**src/rtl/pee_pkg.sv**
```systemverilog
// ----------------------------------------------------------------------------
// pee_pkg
// Shared types and constants of the palette effect engine: opcodes, effect
// codes, sweep kinds, controller states and controller/datapath structs.
// ----------------------------------------------------------------------------
package pee_pkg;

   localparam int NUM_SLOTS_DEF = 4;
   localparam int NCOL          = 15;
   localparam int COL_STRIDE    = 16;
   localparam int COLOR_W       = 15;
   localparam int IDX_W         = 4;
   localparam int FRAME_W       = 8;
   localparam int PERIOD_W      = 6;
   localparam int CSR_ADDR_W    = 3;
   localparam int CSR_DATA_W    = 32;

   localparam logic [COLOR_W-1:0] HALF_MASK = 15'h3DEF;
   localparam logic [COLOR_W-1:0] WHITE     = 15'h7FFF;

   localparam logic [FRAME_W-1:0] FLASH_DEF_RESET = 8'd6;
   localparam logic [FRAME_W-1:0] FADE_DEF_RESET  = 8'd30;

   localparam int FADE_DIV   = 5;
   localparam int FADE_RECIP = 205;
   localparam int FADE_SHIFT = 10;

   localparam logic REG_FLASH_DEFAULT = 1'b0;
   localparam logic REG_FADE_DEFAULT  = 1'b1;

   typedef enum logic [2:0] {
      OP_LOAD   = 3'd0,
      OP_EFFECT = 3'd1,
      OP_TICK   = 3'd2,
      OP_PUSH   = 3'd3,
      OP_CLEAR  = 3'd4
   } opcode_type;

   typedef enum logic [1:0] {
      EFX_RESTORE = 2'd0,
      EFX_FLASH   = 2'd1,
      EFX_FADE    = 2'd2,
      EFX_DARKEN  = 2'd3
   } effect_type;

   typedef enum logic [1:0] {
      MODE_NONE  = 2'd0,
      MODE_FLASH = 2'd1,
      MODE_FADE  = 2'd2
   } mode_type;

   typedef enum logic [1:0] {
      KIND_COPY  = 2'd0,
      KIND_HALVE = 2'd1,
      KIND_ZERO  = 2'd2,
      KIND_READ  = 2'd3
   } kind_type;

   typedef enum logic [1:0] {
      ST_IDLE  = 2'd0,
      ST_SCAN  = 2'd1,
      ST_RUN   = 2'd2,
      ST_DRAIN = 2'd3
   } state_type;

   typedef struct packed {
      logic accept;
      logic select;
      logic run;
   } pee_cmd_type;

   typedef struct packed {
      logic pend_any;
      logic idx_last;
   } pee_stat_type;

endpackage

```
**src/rtl/pee_csr.sv**
```systemverilog
// ----------------------------------------------------------------------------
// pee_csr
// APB register file holding the default flash and fade lengths.
// ----------------------------------------------------------------------------
module pee_csr import pee_pkg::*; (
   input  logic                  clock,
   input  logic                  reset,
   input  logic                  psel,
   input  logic                  penable,
   input  logic                  pwrite,
   input  logic [CSR_ADDR_W-1:0] paddr,
   input  logic [CSR_DATA_W-1:0] pwdata,
   output logic [CSR_DATA_W-1:0] prdata,
   output logic                  pready,
   output logic [FRAME_W-1:0]    flash_frames,
   output logic [FRAME_W-1:0]    fade_frames
);

   logic [FRAME_W-1:0] flash_ff, flash_in;
   logic [FRAME_W-1:0] fade_ff, fade_in;
   logic               wr_en;

   assign pready = 1'b1;
   assign wr_en  = psel && penable && pwrite && pready;

   always_comb begin
      flash_in = flash_ff;
      fade_in  = fade_ff;
      if (wr_en) begin
         if (paddr[2] == REG_FLASH_DEFAULT) begin
            flash_in = pwdata[FRAME_W-1:0];
         end else begin
            fade_in = pwdata[FRAME_W-1:0];
         end
      end
   end

   always_ff @(posedge clock) begin
      if (reset) begin
         flash_ff <= FLASH_DEF_RESET;
         fade_ff  <= FADE_DEF_RESET;
      end else begin
         flash_ff <= flash_in;
         fade_ff  <= fade_in;
      end
   end

   always_comb begin
      if (paddr[2] == REG_FLASH_DEFAULT) begin
         prdata = CSR_DATA_W'(flash_ff);
      end else begin
         prdata = CSR_DATA_W'(fade_ff);
      end
   end

   assign flash_frames = flash_ff;
   assign fade_frames  = fade_ff;

endmodule

```
**src/rtl/pee_ctrl.sv**
```systemverilog
// ----------------------------------------------------------------------------
// pee_ctrl
// Sequencer: accepts a transaction, then walks pending slots one at a time,
// sweeping fifteen palette entries per slot.
// ----------------------------------------------------------------------------
module pee_ctrl import pee_pkg::*; (
   input  logic         clock,
   input  logic         reset,
   input  logic         start,
   output logic         busy,
   input  pee_stat_type stat,
   output pee_cmd_type  cmd
);

   state_type state_ff, state_in;

   always_comb begin
      state_in = state_ff;
      unique case (state_ff)
         ST_IDLE: begin
            if (start) begin
               state_in = ST_SCAN;
            end
         end
         ST_SCAN: begin
            state_in = stat.pend_any ? ST_RUN : ST_IDLE;
         end
         ST_RUN: begin
            if (stat.idx_last) begin
               state_in = ST_DRAIN;
            end
         end
         ST_DRAIN: begin
            state_in = ST_SCAN;
         end
         default: begin
            state_in = ST_IDLE;
         end
      endcase
   end

   always_comb begin
      busy       = (state_ff != ST_IDLE);
      cmd.accept = (state_ff == ST_IDLE) && start;
      cmd.select = (state_ff == ST_SCAN) && stat.pend_any;
      cmd.run    = (state_ff == ST_RUN);
   end

   always_ff @(posedge clock) begin
      if (reset) begin
         state_ff <= ST_IDLE;
      end else begin
         state_ff <= state_in;
      end
   end

endmodule

```
**src/rtl/pee_dp.sv**
```systemverilog
// ----------------------------------------------------------------------------
// pee_dp
// Datapath: original and working palette memories, per-slot effect timers,
// dirty and pending masks, and the read/modify/write sweep pipeline.
// ----------------------------------------------------------------------------
module pee_dp import pee_pkg::*; #(
   parameter int NUM_SLOTS = NUM_SLOTS_DEF
) (
   input  logic               clock,
   input  logic               reset,
   input  pee_cmd_type        cmd,
   output pee_stat_type       stat,
   input  logic [2:0]         req_opcode,
   input  logic [1:0]         req_slot,
   input  logic [3:0]         req_color_index,
   input  logic [14:0]        req_color_value,
   input  logic [1:0]         req_effect,
   input  logic [7:0]         req_duration,
   input  logic [FRAME_W-1:0] flash_frames,
   input  logic [FRAME_W-1:0] fade_frames,
   output logic               rsp_strobe,
   output logic [1:0]         rsp_out_slot,
   output logic [3:0]         rsp_out_index,
   output logic [14:0]        rsp_out_color,
   output logic               rsp_last
);

   localparam int SLOT_W = (NUM_SLOTS > 1) ? $clog2(NUM_SLOTS) : 1;
   localparam int DEPTH  = NUM_SLOTS * COL_STRIDE;
   localparam int ADDR_W = $clog2(DEPTH);

   logic [COLOR_W-1:0] orig_mem [DEPTH];
   logic [COLOR_W-1:0] work_mem [DEPTH];

   logic [NUM_SLOTS-1:0] occ_ff, occ_in;
   logic [NUM_SLOTS-1:0] dirty_ff, dirty_in;
   logic [NUM_SLOTS-1:0] pend_ff, pend_in;
   mode_type             mode_ff [NUM_SLOTS];
   mode_type             mode_in [NUM_SLOTS];
   kind_type             pkind_ff [NUM_SLOTS];
   kind_type             pkind_in [NUM_SLOTS];
   logic [FRAME_W-1:0]   frames_ff [NUM_SLOTS];
   logic [FRAME_W-1:0]   frames_in [NUM_SLOTS];
   logic [PERIOD_W-1:0]  period_ff [NUM_SLOTS];
   logic [PERIOD_W-1:0]  period_in [NUM_SLOTS];
   logic [PERIOD_W-1:0]  pcount_ff [NUM_SLOTS];
   logic [PERIOD_W-1:0]  pcount_in [NUM_SLOTS];

   logic [SLOT_W-1:0]  cur_slot_ff, cur_slot_in;
   kind_type           cur_kind_ff, cur_kind_in;
   logic               cur_flash_ff, cur_flash_in;
   logic [IDX_W-1:0]   idx_ff, idx_in;
   logic               stg_valid_ff;
   logic [IDX_W-1:0]   stg_idx_ff;
   logic [ADDR_W-1:0]  stg_addr_ff;
   logic [COLOR_W-1:0] orig_rd_ff;
   logic [COLOR_W-1:0] work_rd_ff;

   logic               slot_ok;
   logic [SLOT_W-1:0]  slot_i;
   logic [PERIOD_W-1:0] fade_q;
   logic [PERIOD_W-1:0] fade_per;
   logic [FRAME_W-1:0] dur_flash;
   logic [FRAME_W-1:0] dur_fade;
   logic [SLOT_W-1:0]  push_slot;
   logic [SLOT_W-1:0]  sel_slot;
   logic               ld_we;
   logic [ADDR_W-1:0]  ld_addr;
   logic [ADDR_W-1:0]  rd_addr;
   logic               stg_we;
   logic [COLOR_W-1:0] wr_data;
   logic [FRAME_W-1:0] frames_dec;
   logic [PERIOD_W-1:0] pcount_dec;

   assign slot_ok   = (32'(req_slot) < NUM_SLOTS);
   assign slot_i    = SLOT_W'(req_slot);
   assign fade_q    = PERIOD_W'((16'(req_duration) * 16'(FADE_RECIP)) >> FADE_SHIFT);
   assign fade_per  = (req_duration >= 8'(FADE_DIV)) ? fade_q : PERIOD_W'(1);
   assign dur_flash = (req_duration != '0) ? req_duration : flash_frames;
   assign dur_fade  = (req_duration != '0) ? req_duration : fade_frames;

   assign ld_we   = cmd.accept && (req_opcode == OP_LOAD) && slot_ok
                    && (req_color_index != IDX_W'(NCOL));
   assign ld_addr = ADDR_W'({slot_i, req_color_index});
   assign rd_addr = ADDR_W'({cur_slot_ff, idx_ff});

   always_comb begin
      push_slot = '0;
      sel_slot  = '0;
      for (int s = NUM_SLOTS - 1; s >= 0; s--) begin
         if (dirty_ff[s]) begin
            push_slot = SLOT_W'(s);
         end
         if (pend_ff[s]) begin
            sel_slot = SLOT_W'(s);
         end
      end
   end

   always_comb begin
      occ_in     = occ_ff;
      dirty_in   = dirty_ff;
      pend_in    = pend_ff;
      mode_in    = mode_ff;
      pkind_in   = pkind_ff;
      frames_in  = frames_ff;
      period_in  = period_ff;
      pcount_in  = pcount_ff;
      frames_dec = '0;
      pcount_dec = '0;
      if (cmd.accept) begin
         unique case (req_opcode)
            OP_LOAD: begin
               for (int s = 0; s < NUM_SLOTS; s++) begin
                  if (ld_we && (SLOT_W'(s) == slot_i)) begin
                     occ_in[s]   = 1'b1;
                     mode_in[s]  = MODE_NONE;
                     dirty_in[s] = 1'b1;
                  end
               end
            end
            OP_EFFECT: begin
               for (int s = 0; s < NUM_SLOTS; s++) begin
                  if (slot_ok && (SLOT_W'(s) == slot_i) && occ_ff[s]) begin
                     unique case (req_effect)
                        EFX_RESTORE: begin
                           mode_in[s]  = MODE_NONE;
                           dirty_in[s] = 1'b1;
                           pend_in[s]  = 1'b1;
                           pkind_in[s] = KIND_COPY;
                        end
                        EFX_FLASH: begin
                           mode_in[s]   = MODE_FLASH;
                           frames_in[s] = dur_flash;
                           dirty_in[s]  = 1'b1;
                        end
                        EFX_FADE: begin
                           mode_in[s]   = MODE_FADE;
                           frames_in[s] = dur_fade;
                           period_in[s] = fade_per;
                           pcount_in[s] = fade_per;
                        end
                        EFX_DARKEN: begin
                           dirty_in[s] = 1'b1;
                           pend_in[s]  = 1'b1;
                           pkind_in[s] = KIND_HALVE;
                        end
                        default: begin
                        end
                     endcase
                  end
               end
            end
            OP_TICK: begin
               for (int s = 0; s < NUM_SLOTS; s++) begin
                  frames_dec = frames_ff[s] - 1'b1;
                  pcount_dec = pcount_ff[s] - 1'b1;
                  if (mode_ff[s] == MODE_FLASH) begin
                     frames_in[s] = frames_dec;
                     if (frames_dec == '0) begin
                        mode_in[s]  = MODE_NONE;
                        dirty_in[s] = 1'b1;
                     end
                  end else if (mode_ff[s] == MODE_FADE) begin
                     frames_in[s] = frames_dec;
                     if (frames_dec == '0) begin
                        mode_in[s]  = MODE_NONE;
                        dirty_in[s] = 1'b1;
                        pend_in[s]  = 1'b1;
                        pkind_in[s] = KIND_ZERO;
                     end else if (pcount_dec == '0) begin
                        pcount_in[s] = period_ff[s];
                        dirty_in[s]  = 1'b1;
                        pend_in[s]   = 1'b1;
                        pkind_in[s]  = KIND_HALVE;
                     end else begin
                        pcount_in[s] = pcount_dec;
                     end
                  end
               end
            end
            OP_PUSH: begin
               for (int s = 0; s < NUM_SLOTS; s++) begin
                  if ((|dirty_ff) && (SLOT_W'(s) == push_slot)) begin
                     dirty_in[s] = 1'b0;
                     pend_in[s]  = 1'b1;
                     pkind_in[s] = KIND_READ;
                  end
               end
            end
            OP_CLEAR: begin
               occ_in   = '0;
               dirty_in = '0;
               for (int s = 0; s < NUM_SLOTS; s++) begin
                  mode_in[s]   = MODE_NONE;
                  frames_in[s] = '0;
                  period_in[s] = '0;
                  pcount_in[s] = '0;
               end
            end
            default: begin
            end
         endcase
      end
      if (cmd.select) begin
         for (int s = 0; s < NUM_SLOTS; s++) begin
            if (SLOT_W'(s) == sel_slot) begin
               pend_in[s] = 1'b0;
            end
         end
      end
   end

   always_comb begin
      cur_slot_in  = cur_slot_ff;
      cur_kind_in  = cur_kind_ff;
      cur_flash_in = cur_flash_ff;
      idx_in       = idx_ff;
      if (cmd.select) begin
         cur_slot_in  = sel_slot;
         cur_kind_in  = pkind_ff[sel_slot];
         cur_flash_in = (mode_ff[sel_slot] == MODE_FLASH);
         idx_in       = '0;
      end else if (cmd.run) begin
         idx_in = idx_ff + 1'b1;
      end
   end

   always_comb begin
      unique case (cur_kind_ff)
         KIND_COPY:  wr_data = orig_rd_ff;
         KIND_HALVE: wr_data = (work_rd_ff >> 1) & HALF_MASK;
         KIND_ZERO:  wr_data = '0;
         KIND_READ:  wr_data = work_rd_ff;
         default:    wr_data = '0;
      endcase
   end

   assign stg_we = stg_valid_ff && (cur_kind_ff != KIND_READ);

   always_ff @(posedge clock) begin
      if (reset) begin
         occ_ff       <= '0;
         dirty_ff     <= '0;
         pend_ff      <= '0;
         stg_valid_ff <= 1'b0;
         for (int s = 0; s < NUM_SLOTS; s++) begin
            mode_ff[s]   <= MODE_NONE;
            frames_ff[s] <= '0;
            period_ff[s] <= '0;
            pcount_ff[s] <= '0;
         end
      end else begin
         occ_ff       <= occ_in;
         dirty_ff     <= dirty_in;
         pend_ff      <= pend_in;
         stg_valid_ff <= cmd.run;
         mode_ff      <= mode_in;
         frames_ff    <= frames_in;
         period_ff    <= period_in;
         pcount_ff    <= pcount_in;
      end
   end

   always_ff @(posedge clock) begin
      pkind_ff     <= pkind_in;
      cur_slot_ff  <= cur_slot_in;
      cur_kind_ff  <= cur_kind_in;
      cur_flash_ff <= cur_flash_in;
      idx_ff       <= idx_in;
      stg_idx_ff   <= idx_ff;
      stg_addr_ff  <= rd_addr;
   end

   always_ff @(posedge clock) begin
      if (ld_we) begin
         orig_mem[ld_addr] <= req_color_value;
      end
      orig_rd_ff <= orig_mem[rd_addr];
   end

   always_ff @(posedge clock) begin
      if (ld_we) begin
         work_mem[ld_addr] <= req_color_value;
      end else if (stg_we) begin
         work_mem[stg_addr_ff] <= wr_data;
      end
      work_rd_ff <= work_mem[rd_addr];
   end

   assign stat.pend_any = |pend_ff;
   assign stat.idx_last = (idx_ff == IDX_W'(NCOL - 1));

   assign rsp_strobe    = stg_valid_ff && (cur_kind_ff == KIND_READ);
   assign rsp_out_slot  = 2'(cur_slot_ff);
   assign rsp_out_index = stg_idx_ff;
   assign rsp_out_color = cur_flash_ff ? WHITE : work_rd_ff;
   assign rsp_last      = (stg_idx_ff == IDX_W'(NCOL - 1));

endmodule

```
**src/rtl/palette_effect_engine.sv**
```systemverilog
// ----------------------------------------------------------------------------
// palette_effect_engine
// Per-slot 15-colour BGR555 palettes with restore, flash, fade and darken.
// ----------------------------------------------------------------------------
// Load, effect start, clear, empty push: no sweep; busy only in the scan state.
// Restore or darken of a loaded slot, push of a dirty slot: one 15-entry sweep,
// busy through scan, run, drain and a final scan; a push strobes the colours in order.
// Tick: busy for a scan plus one sweep per slot that halves or blacks out.
// Results are strobed once and cannot be stalled.
// Reset clears slots, timers and dirty bits; palette RAM is not cleared.
module palette_effect_engine import pee_pkg::*; #(
   parameter int NUM_SLOTS = NUM_SLOTS_DEF
) (
   input  logic                  clock,
   input  logic                  reset,
   input  logic                  start,
   output logic                  busy,
   input  logic [2:0]            req_opcode,
   input  logic [1:0]            req_slot,
   input  logic [3:0]            req_color_index,
   input  logic [14:0]           req_color_value,
   input  logic [1:0]            req_effect,
   input  logic [7:0]            req_duration,
   output logic                  rsp_strobe,
   output logic [1:0]            rsp_out_slot,
   output logic [3:0]            rsp_out_index,
   output logic [14:0]           rsp_out_color,
   output logic                  rsp_last,
   input  logic                  psel,
   input  logic                  penable,
   input  logic                  pwrite,
   input  logic [CSR_ADDR_W-1:0] paddr,
   input  logic [CSR_DATA_W-1:0] pwdata,
   output logic [CSR_DATA_W-1:0] prdata,
   output logic                  pready
);

   pee_cmd_type        cmd;
   pee_stat_type       stat;
   logic [FRAME_W-1:0] flash_frames;
   logic [FRAME_W-1:0] fade_frames;

   pee_csr u_csr (
      .clock        (clock),
      .reset        (reset),
      .psel         (psel),
      .penable      (penable),
      .pwrite       (pwrite),
      .paddr        (paddr),
      .pwdata       (pwdata),
      .prdata       (prdata),
      .pready       (pready),
      .flash_frames (flash_frames),
      .fade_frames  (fade_frames)
   );

   pee_ctrl u_ctrl (
      .clock (clock),
      .reset (reset),
      .start (start),
      .busy  (busy),
      .stat  (stat),
      .cmd   (cmd)
   );

   pee_dp #(
      .NUM_SLOTS (NUM_SLOTS)
   ) u_dp (
      .clock           (clock),
      .reset           (reset),
      .cmd             (cmd),
      .stat            (stat),
      .req_opcode      (req_opcode),
      .req_slot        (req_slot),
      .req_color_index (req_color_index),
      .req_color_value (req_color_value),
      .req_effect      (req_effect),
      .req_duration    (req_duration),
      .flash_frames    (flash_frames),
      .fade_frames     (fade_frames),
      .rsp_strobe      (rsp_strobe),
      .rsp_out_slot    (rsp_out_slot),
      .rsp_out_index   (rsp_out_index),
      .rsp_out_color   (rsp_out_color),
      .rsp_last        (rsp_last)
   );

   a_strobe_busy: assert property (@(posedge clock) disable iff (reset)
      rsp_strobe |-> busy)
      else $error("result strobed while idle");

   a_accept_busy: assert property (@(posedge clock) disable iff (reset)
      (start && !busy) |=> busy)
      else $error("accepted transaction did not raise busy");

   a_index_step: assert property (@(posedge clock) disable iff (reset)
      (rsp_strobe && !rsp_last) |=>
         (rsp_strobe && (rsp_out_index == $past(rsp_out_index) + 4'd1)
          && (rsp_out_slot == $past(rsp_out_slot))))
      else $error("push burst broke sequence");

   a_last_gap: assert property (@(posedge clock) disable iff (reset)
      (rsp_strobe && rsp_last) |=> !rsp_strobe)
      else $error("result strobed after last colour");

endmodule
```
**config.mk**
```make
export PLATFORM = sky130hd
export DESIGN_NAME = palette_effect_engine
export DESIGN_NICKNAME = d
export VERILOG_FILES = /design/src/rtl/pee_pkg.sv /design/src/rtl/pee_csr.sv /design/src/rtl/pee_ctrl.sv /design/src/rtl/pee_dp.sv /design/src/rtl/palette_effect_engine.sv
export SDC_FILE = /design/constraint.sdc
export NUM_CORES = 2
export LEC_CHECK = 0
export ABC_AREA = 0
export BUFFER_PORTS_ARGS = -buffer_cell sky130_fd_sc_hd__buf_2
export CORE_MARGIN = 4
export CORE_UTILIZATION = 60
export DETAILED_ROUTE_END_ITERATION = 16
export PLACE_DENSITY_LB_ADDON = 0.08
export SLEW_MARGIN = 20
export SYNTH_ARGS = -nofsm -noshare
export SYNTH_HDL_FRONTEND = slang
export SYNTH_SLANG_ARGS = --single-unit
```
**constraint.sdc**
```tcl
create_clock -name clock -period 10.3 [get_ports clock]
set_input_delay 0.515 -clock clock [delete_from_list [all_inputs] [get_ports clock]]
set_output_delay 0.515 -clock clock [all_outputs]
set_load 0.02 [all_outputs]
```
==> impl_metrics.py <==
metrics = {
    "critical_path": {
        "end_kind": "flip-flop",
        "reg2reg_slack_ns": 5.98,
        "max_stage_delay_ns": 0.67,
        "crit_fanout": 96,
        "cp_data_required_time_ns": 10.93,
        "timing.rr.start": "u_dp.idx_ff[0]$_SDFFE_PP0P_",
        "critPathArrivalTime_ns": 4.95,
        "criticalPathCategory": "flip-flop to flip-flop",
        "timing.rr.end": "u_dp.work_rd_ff[10]$_DFF_P_",
        "reg2reg_depth": 6,
        "startpoint_type": "flip-flop",
        "cp_slowest_cell": "dfxtp_4",
        "crit_chain": "buf_12 > buf_12 > mux4_2 > mux4_2 > a22oi_1 > o41ai_1",
    },
    "floorplanning": {
        "start_util_pct": 60.5,
        "io_pins": 132,
        "dieArea_um2": 147000,
        "dieWidth_um": 383,
        "core_region_area_um2": 140000,
        "rows": 137,
        "die_h_um": 383,
    },
    "routing": {
        "vias": 43400,
        "drt-wirelength-per-cell_um": 29.7,
        "drc_errors": 0,
        "firstDrtPassIters": 5,
        "vias_per_cell": 6.44,
        "ant_nets": 0,
        "wl_mm": 200,
        "drt_first_iter_violations": 5282,
    },
    "power": {
        "sw_frac_of_total_pct": 23.7,
        "power.net_switching_uw": 4510,
        "p_leak_uw": 0.0298,
        "p_comb_share_pct": 12.6,
        "power_frac_seq_pct": 49.7,
        "clockPowerShare_pct": 37.7,
        "internal_power_uw": 14500,
        "peakVddDrop_uv": 160,
        "p_per_area_nw_per_um2": 201,
    },
    "synthesis": {
        "yosys_warnings": 0,
        "synthArstFlopShare_pct": 0,
        "syn_area_per_cell_um2": 19.4,
        "synth_cell_type_count": 79,
        "synth_edf_count": 1933,
        "synth_ff_type": "edfxtp_1",
        "syn_inst": 4369,
        "ys_seq_area_share_pct": 72.4,
        "ys_ff_latch": 2092,
        "synth_area_um2": 84500,
    },
    "clocking": {
        "cts_sinks": 2092,
        "clk_latency_ns": 0.82,
        "htree_levels": 4,
        "cts_tree": "done",
        "path_clk_slew_ns": 0.06,
        "root_buffer": "clkbuf_16",
        "post_cts_buffers": 0,
        "cts_buffer_depth": 3,
        "numCtsBuffers": 203,
    },
    "timing": {
        "max_freq_ghz": 0.232,
        "layout_min_cycle_time_ns": 4.32,
        "fin_skew_ns": 0.0250,
        "worstMarginPinSlew_ns": 1.22,
        "worst_slack_ns": 5.98,
        "relSlewSlack_pct": 18.0,
        "post-route-period-util_pct": 41.9,
        "setup-tns-final_ns": 0,
        "rsz0062_at_grt": "false",
        "slew_viol_final": 0,
        "hold_violations": 0,
        "final-setup-viol-count": 0,
    },
    "hold_path": {
        "min_from": "req_color_value[4]",
        "min-delay-path-class": "input pin to flip-flop",
        "hold_path_depth": 1,
        "hold_path_end": "u_dp.orig_mem[21][4]$_DFFE_PP_",
    },
    "final_layout": {
        "drive_gt1_share_pct": 24.8,
        "final_nets": 4852,
        "syn_to_final_growth_pct": 11.8,
        "final_area_um2": 94500,
    },
    "place": {
        "dp_hpwl_mm": 119,
        "dp_slack_ns": 5.42,
        "place_area_um2": 88000,
        "globalplace.congestion": 0.939,
        "portBuffers": 80,
    },
    "global_routing": {
        "grt_pass1_wl_mm": 295,
        "grt_max_degree": 114,
        "busiest_layer": "met2",
        "globalRouteMet1Util_pct": 39.7,
        "antenna_found_initial": 8,
        "grt_usage_pct": 27.7,
        "grt_pass1_vias": 43200,
        "grt_overflow_total": 0,
        "grt_util_met2_pct": 44.0,
        "grtUsageMet3_pct": 5.79,
    },
    "job": {
        "maxCapViolCount": 0,
    },
    "run_status": {
        "status": "finished, final reports clean",
    },
}
## kinds of logic after synthesis
group	Yosys count	share of synthesized area [%]
mux	661	16.2
other cells	2	0.00888
simple gates	670	3.84
fa+ha+maj	89	1.41
flops	2092	72.4
buf+inv	334	1.92
xor+xnor	25	0.259
compound gates	496	3.99
## final cells by class
type,count,area (um^2)
Multi-Input combinational cell,2026,22200
Timing Repair Buffer,287,2020
Clock inverter,103,915
Inverter,78,293
Fill cell,9062,45200
Sequential cell,2092,61200
Clock buffer,267,5510
Antenna cell,9,22.5
Tap cell,1876,2350
## metrics by stage
stage               utilization (%)  hold slack, ns  total power (uW)  std cells
floorplan                         -           0.326             11400       4452
global placement               63.0           0.454             12000       6351
detailed placement             63.0           0.459             12100       6351
CTS                            67.7          0.0388             19200       6729
global route                   67.7          0.0449             19700       6729
finish                         67.7          0.0981             19000       6738
## power groups by stage
stage / sequential, uW / combinational, uW / clock, uW
CTS: 9460 / 2420 / 7280
floorplan: 9570 / 1810 / 0
detailed placement: 9640 / 2410 / 0
global placement: 9640 / 2390 / 0
global route: 9460 / 2580 / 7680
finish: 9460 / 2400 / 7170
## repair_timing
action                    CTS  global route
gates resized for setup     0             0
hold endpoints to repair   16             0
hold buffers                8             0
## per-layer routing
layer  vias to the layer above  share of wire (%)
met1                     22700                 40
li1                      18500                  -
met5                         -             0.0065
met3                       311                8.5
met2                      1836                 49
met4                         2                2.9
## Yosys cell counts (47+ instances only)
master    count  area, um^2
a211oi_1     47         353
a21oi_1      72         360
buf_2        57         285
buf_4        47         353
clkbuf_1    103         387
dfxtp_1     159        3180
edfxtp_1   1933       58000
ha_1         78         976
inv_1        78         293
mux2i_1      83         831
mux4_2      561       12600
nand2_1     135         507
nand3_1      55         275
nor2_1      250         938
nor2b_1      59         369
o21ai_0     118         591
## worst max-delay path: cells and delay by family (launching register included)
family                 cells  cell delay, ns
AO/OA/AOI/OAI              2            0.90
multiplexers               2            1.11
buffers and inverters      2            1.17
flip-flops                 1            0.67
## how the worst max path moves through the flow
stage	start	endpoint	slack, ns	cells past startpoint
5_1_grt	u_dp.idx_ff[0]$_SDFFE_PP0P_	u_dp.work_rd_ff[10]$_DFF_P_	5.80	6
3_5_place_dp	req_duration[2]	u_dp.period_ff[21]$_SDFFE_PP0P_	5.42	16
4_1_cts	u_dp.idx_ff[0]$_SDFFE_PP0P_	u_dp.work_rd_ff[10]$_DFF_P_	5.92	6
2_1_floorplan	req_color_index[3]	u_dp.work_mem[0][10]$_DFFE_PP_	4.15	6
6_report	u_dp.idx_ff[0]$_SDFFE_PP0P_	u_dp.work_rd_ff[10]$_DFF_P_	5.98	6
3_3_place_gp	req_duration[2]	u_dp.period_ff[21]$_SDFFE_PP0P_	5.34	16
## layout by cell type, fill, tap and decap left out, types with 26 or more instances in the layout
cell type / count
clkinv_2: 27
a21oi_1: 70
clkbuf_1: 51
a211oi_1: 45
edfxtp_1: 1933
a31oi_1: 26
nand3_1: 55
dfxtp_1: 155
nor2b_1: 56
o21ai_0: 118
ha_1: 78
nand2_1: 135
clkbuf_16: 208
a22oi_1: 43
clkinv_1: 42
mux2i_1: 83
buf_4: 195
mux4_2: 561
nor2_1: 243
conb_1: 85
buf_2: 80
inv_1: 78
## sequential cells by signal, indices dropped and copies added, names as in the netlist
name,flops
u_dp.orig_rd_ff,15
u_dp.orig_mem,960
u_dp.rsp_out_index,3
u_dp.pcount_ff,24
u_dp.pend_ff,4
u_dp.frames_ff,32
u_dp.period_ff,24
u_csr.flash_frames,8
u_dp.work_rd_ff,15
u_dp.stg_valid_ff,1
u_dp.stg_addr_ff,3
u_dp.occ_ff,4
u_ctrl.state_ff,2
u_dp.rsp_out_slot,2
u_dp.dirty_ff,4
u_csr.fade_frames,8
u_dp.cur_flash_ff,1
u_dp.cur_kind_ff,2
u_dp.work_mem,960
u_dp.idx_ff,4
u_dp.pkind_ff,8
u_dp.mode_ff,8
Note: power is estimated with default switching activity, not from simulation.
